$ cat src/hw/rtl/rbs_pkg.sv
// ----------------------------------------------------------------------------
// rbs_pkg
// Shared widths, operation codes and controller/datapath signal groups for
// the bit vector rank/select unit.
// ----------------------------------------------------------------------------
package rbs_pkg;

  localparam int VECTOR_BITS_DEF = 1024;

  localparam int OP_W   = 2;
  localparam int ADDR_W = 7;
  localparam int BYTE_W = 8;
  localparam int POS_W  = 11;
  localparam int BN_W   = POS_W - 3;

  localparam logic [OP_W-1:0] OP_WRITE  = 2'd0;
  localparam logic [OP_W-1:0] OP_RANK   = 2'd1;
  localparam logic [OP_W-1:0] OP_SELECT = 2'd2;
  localparam logic [OP_W-1:0] OP_NONE   = 2'd3;

  localparam logic [BYTE_W-1:0] BYTE_ONES = 8'd255;

  typedef struct packed {
    logic [OP_W-1:0]   op;
    logic [ADDR_W-1:0] byte_addr;
    logic [BYTE_W-1:0] byte_value;
    logic [POS_W-1:0]  range_start;
    logic [POS_W-1:0]  range_end;
    logic [POS_W-1:0]  occurrence;
    logic              match_bit;
  } in_item_t;

  typedef struct packed {
    logic load;
    logic scan;
    logic move;
  } dp_cmd_t;

  typedef struct packed {
    logic in_query;
    logic fin;
  } dp_sts_t;

endpackage

$ cat src/hw/rtl/rbs_in_if.sv
// ----------------------------------------------------------------------------
// rbs_in_if
// Input channel of the rank/select unit: valid/ready plus one item.
// ----------------------------------------------------------------------------
interface rbs_in_if import rbs_pkg::*; ();
  logic              valid;
  logic              ready;
  logic [OP_W-1:0]   op;
  logic [ADDR_W-1:0] byte_addr;
  logic [BYTE_W-1:0] byte_value;
  logic [POS_W-1:0]  range_start;
  logic [POS_W-1:0]  range_end;
  logic [POS_W-1:0]  occurrence;
  logic              match_bit;

  modport source (
    output valid, op, byte_addr, byte_value, range_start, range_end, occurrence,
           match_bit,
    input  ready
  );
  modport sink (
    input  valid, op, byte_addr, byte_value, range_start, range_end, occurrence,
           match_bit,
    output ready
  );
endinterface

$ cat src/hw/rtl/rbs_out_if.sv
// ----------------------------------------------------------------------------
// rbs_out_if
// Result channel of the rank/select unit: valid/ready plus answer and flag.
// ----------------------------------------------------------------------------
interface rbs_out_if import rbs_pkg::*; ();
  logic             valid;
  logic             ready;
  logic [POS_W-1:0] answer;
  logic             found;

  modport source (output valid, answer, found, input ready);
  modport sink (input valid, answer, found, output ready);
endinterface

$ cat src/hw/rtl/rbs_ctrl.sv
// ----------------------------------------------------------------------------
// rbs_ctrl
// Sequencer: takes transactions, runs one query scan at a time and hands
// finished results to the output register.
// ----------------------------------------------------------------------------
module rbs_ctrl import rbs_pkg::*; (
  input  logic    clk_i,
  input  logic    rst_ni,
  input  logic    in_valid_i,
  output logic    in_ready_o,
  output logic    out_valid_o,
  input  logic    out_ready_i,
  input  dp_sts_t sts_i,
  output dp_cmd_t cmd_o
);

  localparam logic [1:0] S_IDLE = 2'd0;
  localparam logic [1:0] S_SCAN = 2'd1;
  localparam logic [1:0] S_WAIT = 2'd2;

  logic [1:0] state_q, state_d;
  logic       out_vld_q, out_vld_d;
  logic       in_fire, out_fire, slot_free;

  assign in_fire   = in_valid_i && in_ready_o;
  assign out_fire  = out_vld_q && out_ready_i;
  assign slot_free = !out_vld_q || out_ready_i;

  always_comb begin
    state_d    = state_q;
    in_ready_o = 1'b0;
    cmd_o      = '0;
    unique case (state_q)
      S_IDLE: begin
        in_ready_o = 1'b1;
        cmd_o.load = in_valid_i;
        if (in_fire && sts_i.in_query) begin
          state_d = S_SCAN;
        end
      end
      S_SCAN: begin
        cmd_o.scan = 1'b1;
        if (sts_i.fin) begin
          state_d = S_WAIT;
        end
      end
      S_WAIT: begin
        // result sits in the datapath until the output register frees up
        if (slot_free) begin
          cmd_o.move = 1'b1;
          state_d    = S_IDLE;
        end
      end
      default: begin
        state_d = S_IDLE;
      end
    endcase
  end

  always_comb begin
    out_vld_d = out_vld_q;
    if (cmd_o.move) begin
      out_vld_d = 1'b1;
    end else if (out_fire) begin
      out_vld_d = 1'b0;
    end
  end

  assign out_valid_o = out_vld_q;

  always_ff @(posedge clk_i or negedge rst_ni) begin
    if (!rst_ni) begin
      state_q   <= S_IDLE;
      out_vld_q <= 1'b0;
    end else begin
      state_q   <= state_d;
      out_vld_q <= out_vld_d;
    end
  end

endmodule

$ cat src/hw/rtl/rbs_datapath.sv
// ----------------------------------------------------------------------------
// rbs_datapath
// Byte store, length register, range clipping and the byte-wise scan that
// counts matching bits and locates the k-th one.
// ----------------------------------------------------------------------------
module rbs_datapath import rbs_pkg::*; #(
  parameter int VECTOR_BITS = VECTOR_BITS_DEF
) (
  input  logic             clk_i,
  input  logic             rst_ni,
  input  logic             cfg_we_i,
  input  logic [POS_W-1:0] cfg_data_i,
  input  in_item_t         item_i,
  input  dp_cmd_t          cmd_i,
  output dp_sts_t          sts_o,
  output logic [POS_W-1:0] answer_o,
  output logic             found_o
);

  localparam int StoreBytes = VECTOR_BITS / 8;
  localparam int AW         = (StoreBytes > 1) ? $clog2(StoreBytes) : 1;
  localparam int CapInt     = (VECTOR_BITS < 2047) ? VECTOR_BITS : 2047;
  localparam logic [POS_W-1:0] LenCap = POS_W'(CapInt);

  logic [BYTE_W-1:0] mem [StoreBytes];

  logic [POS_W-1:0]  bit_length_q;
  logic              dat_vld_q;
  logic [BYTE_W-1:0] rd_data_q;
  logic [BN_W-1:0]   dat_bn_q;
  logic [BN_W:0]     rd_bn_q;
  logic [BN_W-1:0]   first_bn_q, last_bn_q;
  logic [2:0]        first_lo_q, last_hi_q;
  logic              empty_q, sel_q, want_q;
  logic [POS_W-1:0]  occ_q, count_q;
  logic [POS_W-1:0]  res_ans_q, out_ans_q;
  logic              res_found_q, out_found_q;

  logic [POS_W-1:0]  eff_len, st, en, en_m1;
  logic              wr_ok, issue;
  logic [BYTE_W-1:0] bits, lo_mask, hi_mask, hits;
  logic [3:0]        pop, need, run;
  logic [POS_W:0]    total;
  logic              hit, last_byte, fin, seen;
  logic [2:0]        sel_j;
  logic [POS_W-1:0]  fin_ans;
  logic              fin_found;

  // clip the query range to the loaded length
  always_comb begin
    eff_len = (bit_length_q > LenCap) ? LenCap : bit_length_q;
    st      = (item_i.range_start > eff_len) ? eff_len : item_i.range_start;
    en      = (item_i.range_end > eff_len) ? eff_len : item_i.range_end;
    en_m1   = en - POS_W'(1);
  end

  assign wr_ok = (32'(item_i.byte_addr) < StoreBytes);
  assign issue = cmd_i.scan && !empty_q && (rd_bn_q <= {1'b0, last_bn_q});

  // per-byte count and k-th bit search
  always_comb begin
    bits    = want_q ? rd_data_q : ~rd_data_q;
    lo_mask = (dat_bn_q == first_bn_q) ? (BYTE_ONES << first_lo_q) : BYTE_ONES;
    hi_mask = (dat_bn_q == last_bn_q) ? (BYTE_ONES >> (3'd7 - last_hi_q)) : BYTE_ONES;
    hits    = bits & lo_mask & hi_mask;
    pop     = 4'($countones(hits));
    total   = {1'b0, count_q} + (POS_W+1)'(pop);
    hit     = sel_q && (occ_q != '0) && (total >= {1'b0, occ_q});
    need    = 4'(occ_q - count_q);
    run     = '0;
    seen    = 1'b0;
    sel_j   = '0;
    for (int j = 0; j < BYTE_W; j++) begin
      if (hits[j] && !seen) begin
        run = run + 4'd1;
        if (run == need) begin
          seen  = 1'b1;
          sel_j = 3'(j);
        end
      end
    end
    last_byte = (dat_bn_q == last_bn_q);
    fin       = cmd_i.scan && (empty_q || (dat_vld_q && (hit || last_byte)));
    if (empty_q) begin
      fin_ans   = '0;
      fin_found = !sel_q;
    end else if (hit) begin
      fin_ans   = POS_W'({dat_bn_q, sel_j});
      fin_found = 1'b1;
    end else begin
      fin_ans   = total[POS_W-1:0];
      fin_found = !sel_q;
    end
  end

  assign sts_o.in_query = (item_i.op == OP_RANK) || (item_i.op == OP_SELECT);
  assign sts_o.fin      = fin;
  assign answer_o       = out_ans_q;
  assign found_o        = out_found_q;

  always_ff @(posedge clk_i) begin
    if (cmd_i.load && (item_i.op == OP_WRITE) && wr_ok) begin
      mem[AW'(item_i.byte_addr)] <= item_i.byte_value;
    end
    if (issue) begin
      rd_data_q <= mem[AW'(rd_bn_q)];
    end
  end

  always_ff @(posedge clk_i or negedge rst_ni) begin
    if (!rst_ni) begin
      bit_length_q <= '0;
      dat_vld_q    <= 1'b0;
    end else begin
      if (cfg_we_i) begin
        bit_length_q <= cfg_data_i;
      end
      dat_vld_q <= cmd_i.load ? 1'b0 : issue;
    end
  end

  always_ff @(posedge clk_i) begin
    if (cmd_i.load) begin
      first_bn_q <= st[POS_W-1:3];
      first_lo_q <= st[2:0];
      last_bn_q  <= en_m1[POS_W-1:3];
      last_hi_q  <= en_m1[2:0];
      rd_bn_q    <= {1'b0, st[POS_W-1:3]};
      empty_q    <= (st >= en);
      sel_q      <= (item_i.op == OP_SELECT);
      want_q     <= item_i.match_bit;
      occ_q      <= item_i.occurrence;
      count_q    <= '0;
    end else begin
      if (issue) begin
        rd_bn_q  <= rd_bn_q + (BN_W+1)'(1);
        dat_bn_q <= rd_bn_q[BN_W-1:0];
      end
      if (cmd_i.scan && dat_vld_q) begin
        count_q <= total[POS_W-1:0];
      end
    end
    if (fin) begin
      res_ans_q   <= fin_ans;
      res_found_q <= fin_found;
    end
    if (cmd_i.move) begin
      out_ans_q   <= res_ans_q;
      out_found_q <= res_found_q;
    end
  end

endmodule

$ cat src/hw/rtl/bitvector_rank_select_unit.sv
// ----------------------------------------------------------------------------
// bitvector_rank_select_unit
// Bit vector held in a byte store with rank (count of matching bits over a
// range) and select (position of the k-th matching bit) queries.
// ----------------------------------------------------------------------------
// A write transaction stores one byte. A rank or select transaction scans
// the range a byte at a time through the single read port of the byte
// store; select stops at the byte that holds its bit, and an empty range
// reads no bytes. One query is worked on at a time, but a new transaction
// is taken while the previous result still waits on the output. The user
// must write bit_length through cfg_we_i/cfg_data_i only while the unit is
// idle, which the block itself does not enforce; bytes never written read
// as unknown.
module bitvector_rank_select_unit import rbs_pkg::*; #(
  parameter int VECTOR_BITS = VECTOR_BITS_DEF
) (
  input  logic             clk_i,
  input  logic             rst_ni,
  input  logic             cfg_we_i,
  input  logic [POS_W-1:0] cfg_data_i,
  rbs_in_if.sink           item_i,
  rbs_out_if.source        result_o
);

  in_item_t item;
  dp_cmd_t  cmd;
  dp_sts_t  sts;

  assign item.op          = item_i.op;
  assign item.byte_addr   = item_i.byte_addr;
  assign item.byte_value  = item_i.byte_value;
  assign item.range_start = item_i.range_start;
  assign item.range_end   = item_i.range_end;
  assign item.occurrence  = item_i.occurrence;
  assign item.match_bit   = item_i.match_bit;

  rbs_ctrl u_ctrl (
    .clk_i       (clk_i),
    .rst_ni      (rst_ni),
    .in_valid_i  (item_i.valid),
    .in_ready_o  (item_i.ready),
    .out_valid_o (result_o.valid),
    .out_ready_i (result_o.ready),
    .sts_i       (sts),
    .cmd_o       (cmd)
  );

  rbs_datapath #(
    .VECTOR_BITS (VECTOR_BITS)
  ) u_datapath (
    .clk_i      (clk_i),
    .rst_ni     (rst_ni),
    .cfg_we_i   (cfg_we_i),
    .cfg_data_i (cfg_data_i),
    .item_i     (item),
    .cmd_i      (cmd),
    .sts_o      (sts),
    .answer_o   (result_o.answer),
    .found_o    (result_o.found)
  );

endmodule
$ cat src/flat_wrapper.sv
// flat-port wrapper written by rule: the top's interface ports become plain ports
module bitvector_rank_select_unit_flat import rbs_pkg::*;
#(
  parameter int VECTOR_BITS = VECTOR_BITS_DEF
)
  (clk_i, rst_ni, cfg_we_i, cfg_data_i, item_i_valid, item_i_op, item_i_byte_addr, item_i_byte_value, item_i_range_start, item_i_range_end, item_i_occurrence, item_i_match_bit, item_i_ready, result_o_valid, result_o_answer, result_o_found, result_o_ready);
  rbs_in_if item_i_i ();
  rbs_out_if result_o_i ();
  input  logic clk_i;
  input  logic rst_ni;
  input  logic cfg_we_i;
  input  logic [POS_W-1:0] cfg_data_i;
  input wire logic [$bits(item_i_i.valid)-1:0] item_i_valid;
  input wire logic [$bits(item_i_i.op)-1:0] item_i_op;
  input wire logic [$bits(item_i_i.byte_addr)-1:0] item_i_byte_addr;
  input wire logic [$bits(item_i_i.byte_value)-1:0] item_i_byte_value;
  input wire logic [$bits(item_i_i.range_start)-1:0] item_i_range_start;
  input wire logic [$bits(item_i_i.range_end)-1:0] item_i_range_end;
  input wire logic [$bits(item_i_i.occurrence)-1:0] item_i_occurrence;
  input wire logic [$bits(item_i_i.match_bit)-1:0] item_i_match_bit;
  output wire logic [$bits(item_i_i.ready)-1:0] item_i_ready;
  output wire logic [$bits(result_o_i.valid)-1:0] result_o_valid;
  output wire logic [$bits(result_o_i.answer)-1:0] result_o_answer;
  output wire logic [$bits(result_o_i.found)-1:0] result_o_found;
  input wire logic [$bits(result_o_i.ready)-1:0] result_o_ready;
  assign item_i_i.valid = item_i_valid;
  assign item_i_i.op = item_i_op;
  assign item_i_i.byte_addr = item_i_byte_addr;
  assign item_i_i.byte_value = item_i_byte_value;
  assign item_i_i.range_start = item_i_range_start;
  assign item_i_i.range_end = item_i_range_end;
  assign item_i_i.occurrence = item_i_occurrence;
  assign item_i_i.match_bit = item_i_match_bit;
  assign item_i_ready = item_i_i.ready;
  assign result_o_valid = result_o_i.valid;
  assign result_o_answer = result_o_i.answer;
  assign result_o_found = result_o_i.found;
  assign result_o_i.ready = result_o_ready;
  bitvector_rank_select_unit #(.VECTOR_BITS(VECTOR_BITS)) u_core (.clk_i(clk_i), .rst_ni(rst_ni), .cfg_we_i(cfg_we_i), .cfg_data_i(cfg_data_i), .item_i(item_i_i), .result_o(result_o_i));
endmodule
$ cat config.mk
export PLATFORM = sky130hd
export DESIGN_NAME = bitvector_rank_select_unit_flat
export DESIGN_NICKNAME = d
export VERILOG_FILES = /design/src/hw/rtl/rbs_pkg.sv /design/src/hw/rtl/rbs_in_if.sv /design/src/hw/rtl/rbs_out_if.sv /design/src/hw/rtl/rbs_ctrl.sv /design/src/hw/rtl/rbs_datapath.sv /design/src/hw/rtl/bitvector_rank_select_unit.sv /design/src/flat_wrapper.sv
export SDC_FILE = /design/constraint.sdc
export NUM_CORES = 1
export LEC_CHECK = 0
export ABC_AREA = 1
export CORE_ASPECT_RATIO = 0.75
export CORE_MARGIN = 2
export CORE_UTILIZATION = 35
export DETAILED_ROUTE_END_ITERATION = 12
export DONT_BUFFER_PORTS = 1
export PLACE_DENSITY = 0.48
export SLEW_MARGIN = 10
export SYNTH_ARGS = -nofsm -noshare
export SYNTH_HDL_FRONTEND = slang
export SYNTH_HIERARCHICAL = 1
export SYNTH_SLANG_ARGS = --single-unit
$ cat constraint.sdc
create_clock -name clk_i -period 12.98 [get_ports clk_i]
set_input_delay 1.298 -clock clk_i [delete_from_list [all_inputs] [get_ports clk_i]]
set_output_delay 1.298 -clock clk_i [all_outputs]
set_load 0.02 [all_outputs]
==> flow_summary.ini <==
[clock_tree]
cts_tree = yes
cts.sinks = 1135
clock_latency_ns = 0.73
clockBufferDepth = 3
cts_resized = 0
cts_root_buf = clkbuf_16
post_cts.repair.setup_buffers = 0
htree_levels = 3
cts_buffers = 111
cts_hold_buf = 0
clkTransAtPathRegs_ns = 0.07

[grt]
grt_pass1_vias = 29340
grtUsageTotal_pct = 19.25
antenna_found_initial = 3
gr-total-overflow = 0
grt_first_pass_wirelength_um = 203000
grt_max_degree = 170

[timing]
finalHoldViolations = 0
drv_slew = 0
rsz0062_at_grt = no
worst_pin_slew_ns = 1.179
period_needed_ns = 7.181
finalSetupViolations = 0
finalCritPeriodShare_pct = 55.33
skew_ns = 0.03374
finalSetupTns_ns = 0
relSlewSlack_pct = 21.08
max_freq_ghz = 0.1393

[final_layout]
layout_commonest_cell = edfxtp_1
layout-drive-gt1-share_pct = 7.109
most-common-layout-cells = edfxtp_1, nor2_1, o21ai_0, nand2_1, inv_1
nets = 4020
area_growth_pct = 11.19
fin_cells = 5753
nFillCells = 12840

[setup_path]
worst_setup_path_start_kind = flip-flop
path_max_fanout = 16
r2r_cells = 30
crit_buf_inv = 5
critPathMaxStageDelay_ns = 0.75
cpLargestDelayFamily = adder cells
crit_arrival_ns = 7.57
crit_top_cell = nand2_1
slowest_stage = nor3_1
crit_cells = 30
end_kind = flip-flop
r2r_setup_slack_ns = 5.80
worst-endpoint-required_ns = 13.37
path_class = reg -> reg

[die]
die_h_um = 325.0
io_pins = 81
die_x_um = 432.1
design.core.area_sq_um = 136000
dieArea_sq_um = 140400
rows = 117
initial_utilization_pct = 35.37

[placement]
portBuffers = 0
dp_hpwl_um = 78980
globalplace.congestion = 0.8248
dp.cells = 5547

[yosys]
synth_top_area_cell = edfxtp_1
netlist.area_leader.share_pct = 69.17
synthFlopType = edfxtp_1
synth_seq_cells = 1135
ys_seq_area_share_pct = 70.45
synth_cells = 3961
synth_cell_types = 61
async_flop_share_pct = 1.322
syn-cell-area_sq_um = 48100
synth_edf_count = 1108
yosysWarnings = 6
synth_area_leaders = edfxtp_1, o21ai_0, nor2_1, nand2_1, o22ai_1
syn_avg_cell_area_sq_um = 12.14
syn_nets = 4106

[power]
switching_share_pct = 40.46
powerDensity_nw_per_um2 = 239.0
comb_power_share_pct = 40.4
leakagePower_nw = 17.50
clock_power_share_pct = 26.0
ir_drop_uv = 198.7
p_int_mw = 7.610
switchingPower_mw = 5.172
seqPwrFrac_pct = 33.6

[drt]
drc = 0
routed_via_density = 5.431
antenna_left = 0
drt_iter0_drc = 3204
wl_um = 137400
routedWlPerCell_um = 23.88
dr.pass1.iters = 5
num_vias = 31250

[status]
status = finished clean

[min_path]
hp-class = in -> async

[job]
drv_cap = 0
-- stage by stage --
step                      util (%)  area [sq um]  hold slack, ns  power (mW)  setup slack [ns]
after floorplan                  -         48100          0.4003       7.860             6.404
after global placement       36.61         49790          0.4108       9.518             6.078
after detailed placement     36.61         49790          0.4105       9.493             5.917
after CTS                    39.32         53480          0.1974       12.83             5.809
after global routing         39.32         53480          0.2074       13.55             5.207
final                        39.33         53480          0.2597       12.78             5.799
-- cells in the mapped netlist (72+ instances only) --
library cell and n:
o22ai_1 152, o21ai_0 593, ha_1 72, o221ai_1 96, a21oi_1 80, inv_1 167, nand3_1 135, nand2_1 309
nor2_1 722, clkbuf_1 222, edfxtp_1 1108
-- per-layer routing --
layer  routed length [um]  share of wire (%)  track usage [%]  vias to the layer above
met2                58490                 43            27.57                      920
met4                 2419                1.8            3.884                        0
met3                 8404                6.1            3.221                      159
met5                    0                  0                0                        -
met1                68040                 50            30.41                    15800
li1                     -                  -                -                    14360
-- worst reg2reg max path, delay by kind of cell (launching register included) --
family,cells,cell delay (ns)
compound gates,6,0.82
xor+xnor,1,0.16
fa+ha+maj,5,2.20
buf+inv,5,1.04
flops,1,0.45
simple gates,13,2.15
-- final cells by class --
type	instances	area, sq um	share of cell area (%)
sequential	1135	33890	63.36
multi-input combinational	2412	12660	23.66
clock buffer	127	2859	5.346
tap	1785	2233	4.176
clock inverter	78	830.8	1.553
inverter	178	685.7	1.282
timing repair buffer	37	327.8	0.6129
antenna	1	2.502	0.004679
-- kinds of logic after synthesis --
family          count (synthesis)  share of synthesized area [%]
fa+ha+maj                      78                          2.123
compound gates               1011                          12.15
xor+xnor                       52                         0.9625
simple gates                 1270                          11.00
buf+inv                       414                          3.288
mux                             1                        0.02341
flops                        1135                          70.45
-- path summary, 6_finish.rpt --
check                                                                  start                                       endpoint
worst max-delay path                 u_core/u_datapath/dat_bn_q[3]$_DFFE_PP_   u_core/u_datapath/res_ans_q[1]$_SDFFCE_PP0P_
worst min-delay path                                                  rst_ni  u_core/u_datapath/bit_length_q[4]$_DFFE_PN0P_
worst max register to register       u_core/u_datapath/dat_bn_q[3]$_DFFE_PP_   u_core/u_datapath/res_ans_q[1]$_SDFFCE_PP0P_
worst min register to register  u_core/u_datapath/res_ans_q[6]$_SDFFCE_PP0P_        u_core/u_datapath/answer_o[6]$_DFFE_PP_
max in group asynchronous                                             rst_ni  u_core/u_datapath/bit_length_q[6]$_DFFE_PN0P_
min in group clk_i              u_core/u_datapath/res_ans_q[6]$_SDFFCE_PP0P_        u_core/u_datapath/answer_o[6]$_DFFE_PP_
-- power by group through the flow --
stage | clock network [mW] | logic [mW] | registers, mW
after floorplan | 0 | 3.54 | 4.32
after global placement | 0 | 5.14 | 4.37
after detailed placement | 0 | 5.12 | 4.37
after CTS | 3.39 | 5.14 | 4.30
after global routing | 3.53 | 5.72 | 4.31
final | 3.32 | 5.17 | 4.29
-- state kept, by name (all words and copies together) (netlist names), 2 cells and up --
signal	flops
u_core/u_datapath/answer_o	11
u_core/u_datapath/last_hi_q	3
u_core/u_datapath/rd_data_q	8
u_core/u_datapath/res_ans_q	11
u_core/u_datapath/first_lo_q	3
u_core/u_datapath/first_bn_q	8
u_core/u_ctrl/state_q	2
u_core/u_datapath/rd_bn_q	9
u_core/u_datapath/count_q	11
u_core/u_datapath/last_bn_q	8
u_core/u_datapath/bit_length_q	11
u_core/u_datapath/dat_bn_q	8
u_core/u_datapath/mem	1024
u_core/u_datapath/occ_q	11
(Power assumes the default switching activity.)
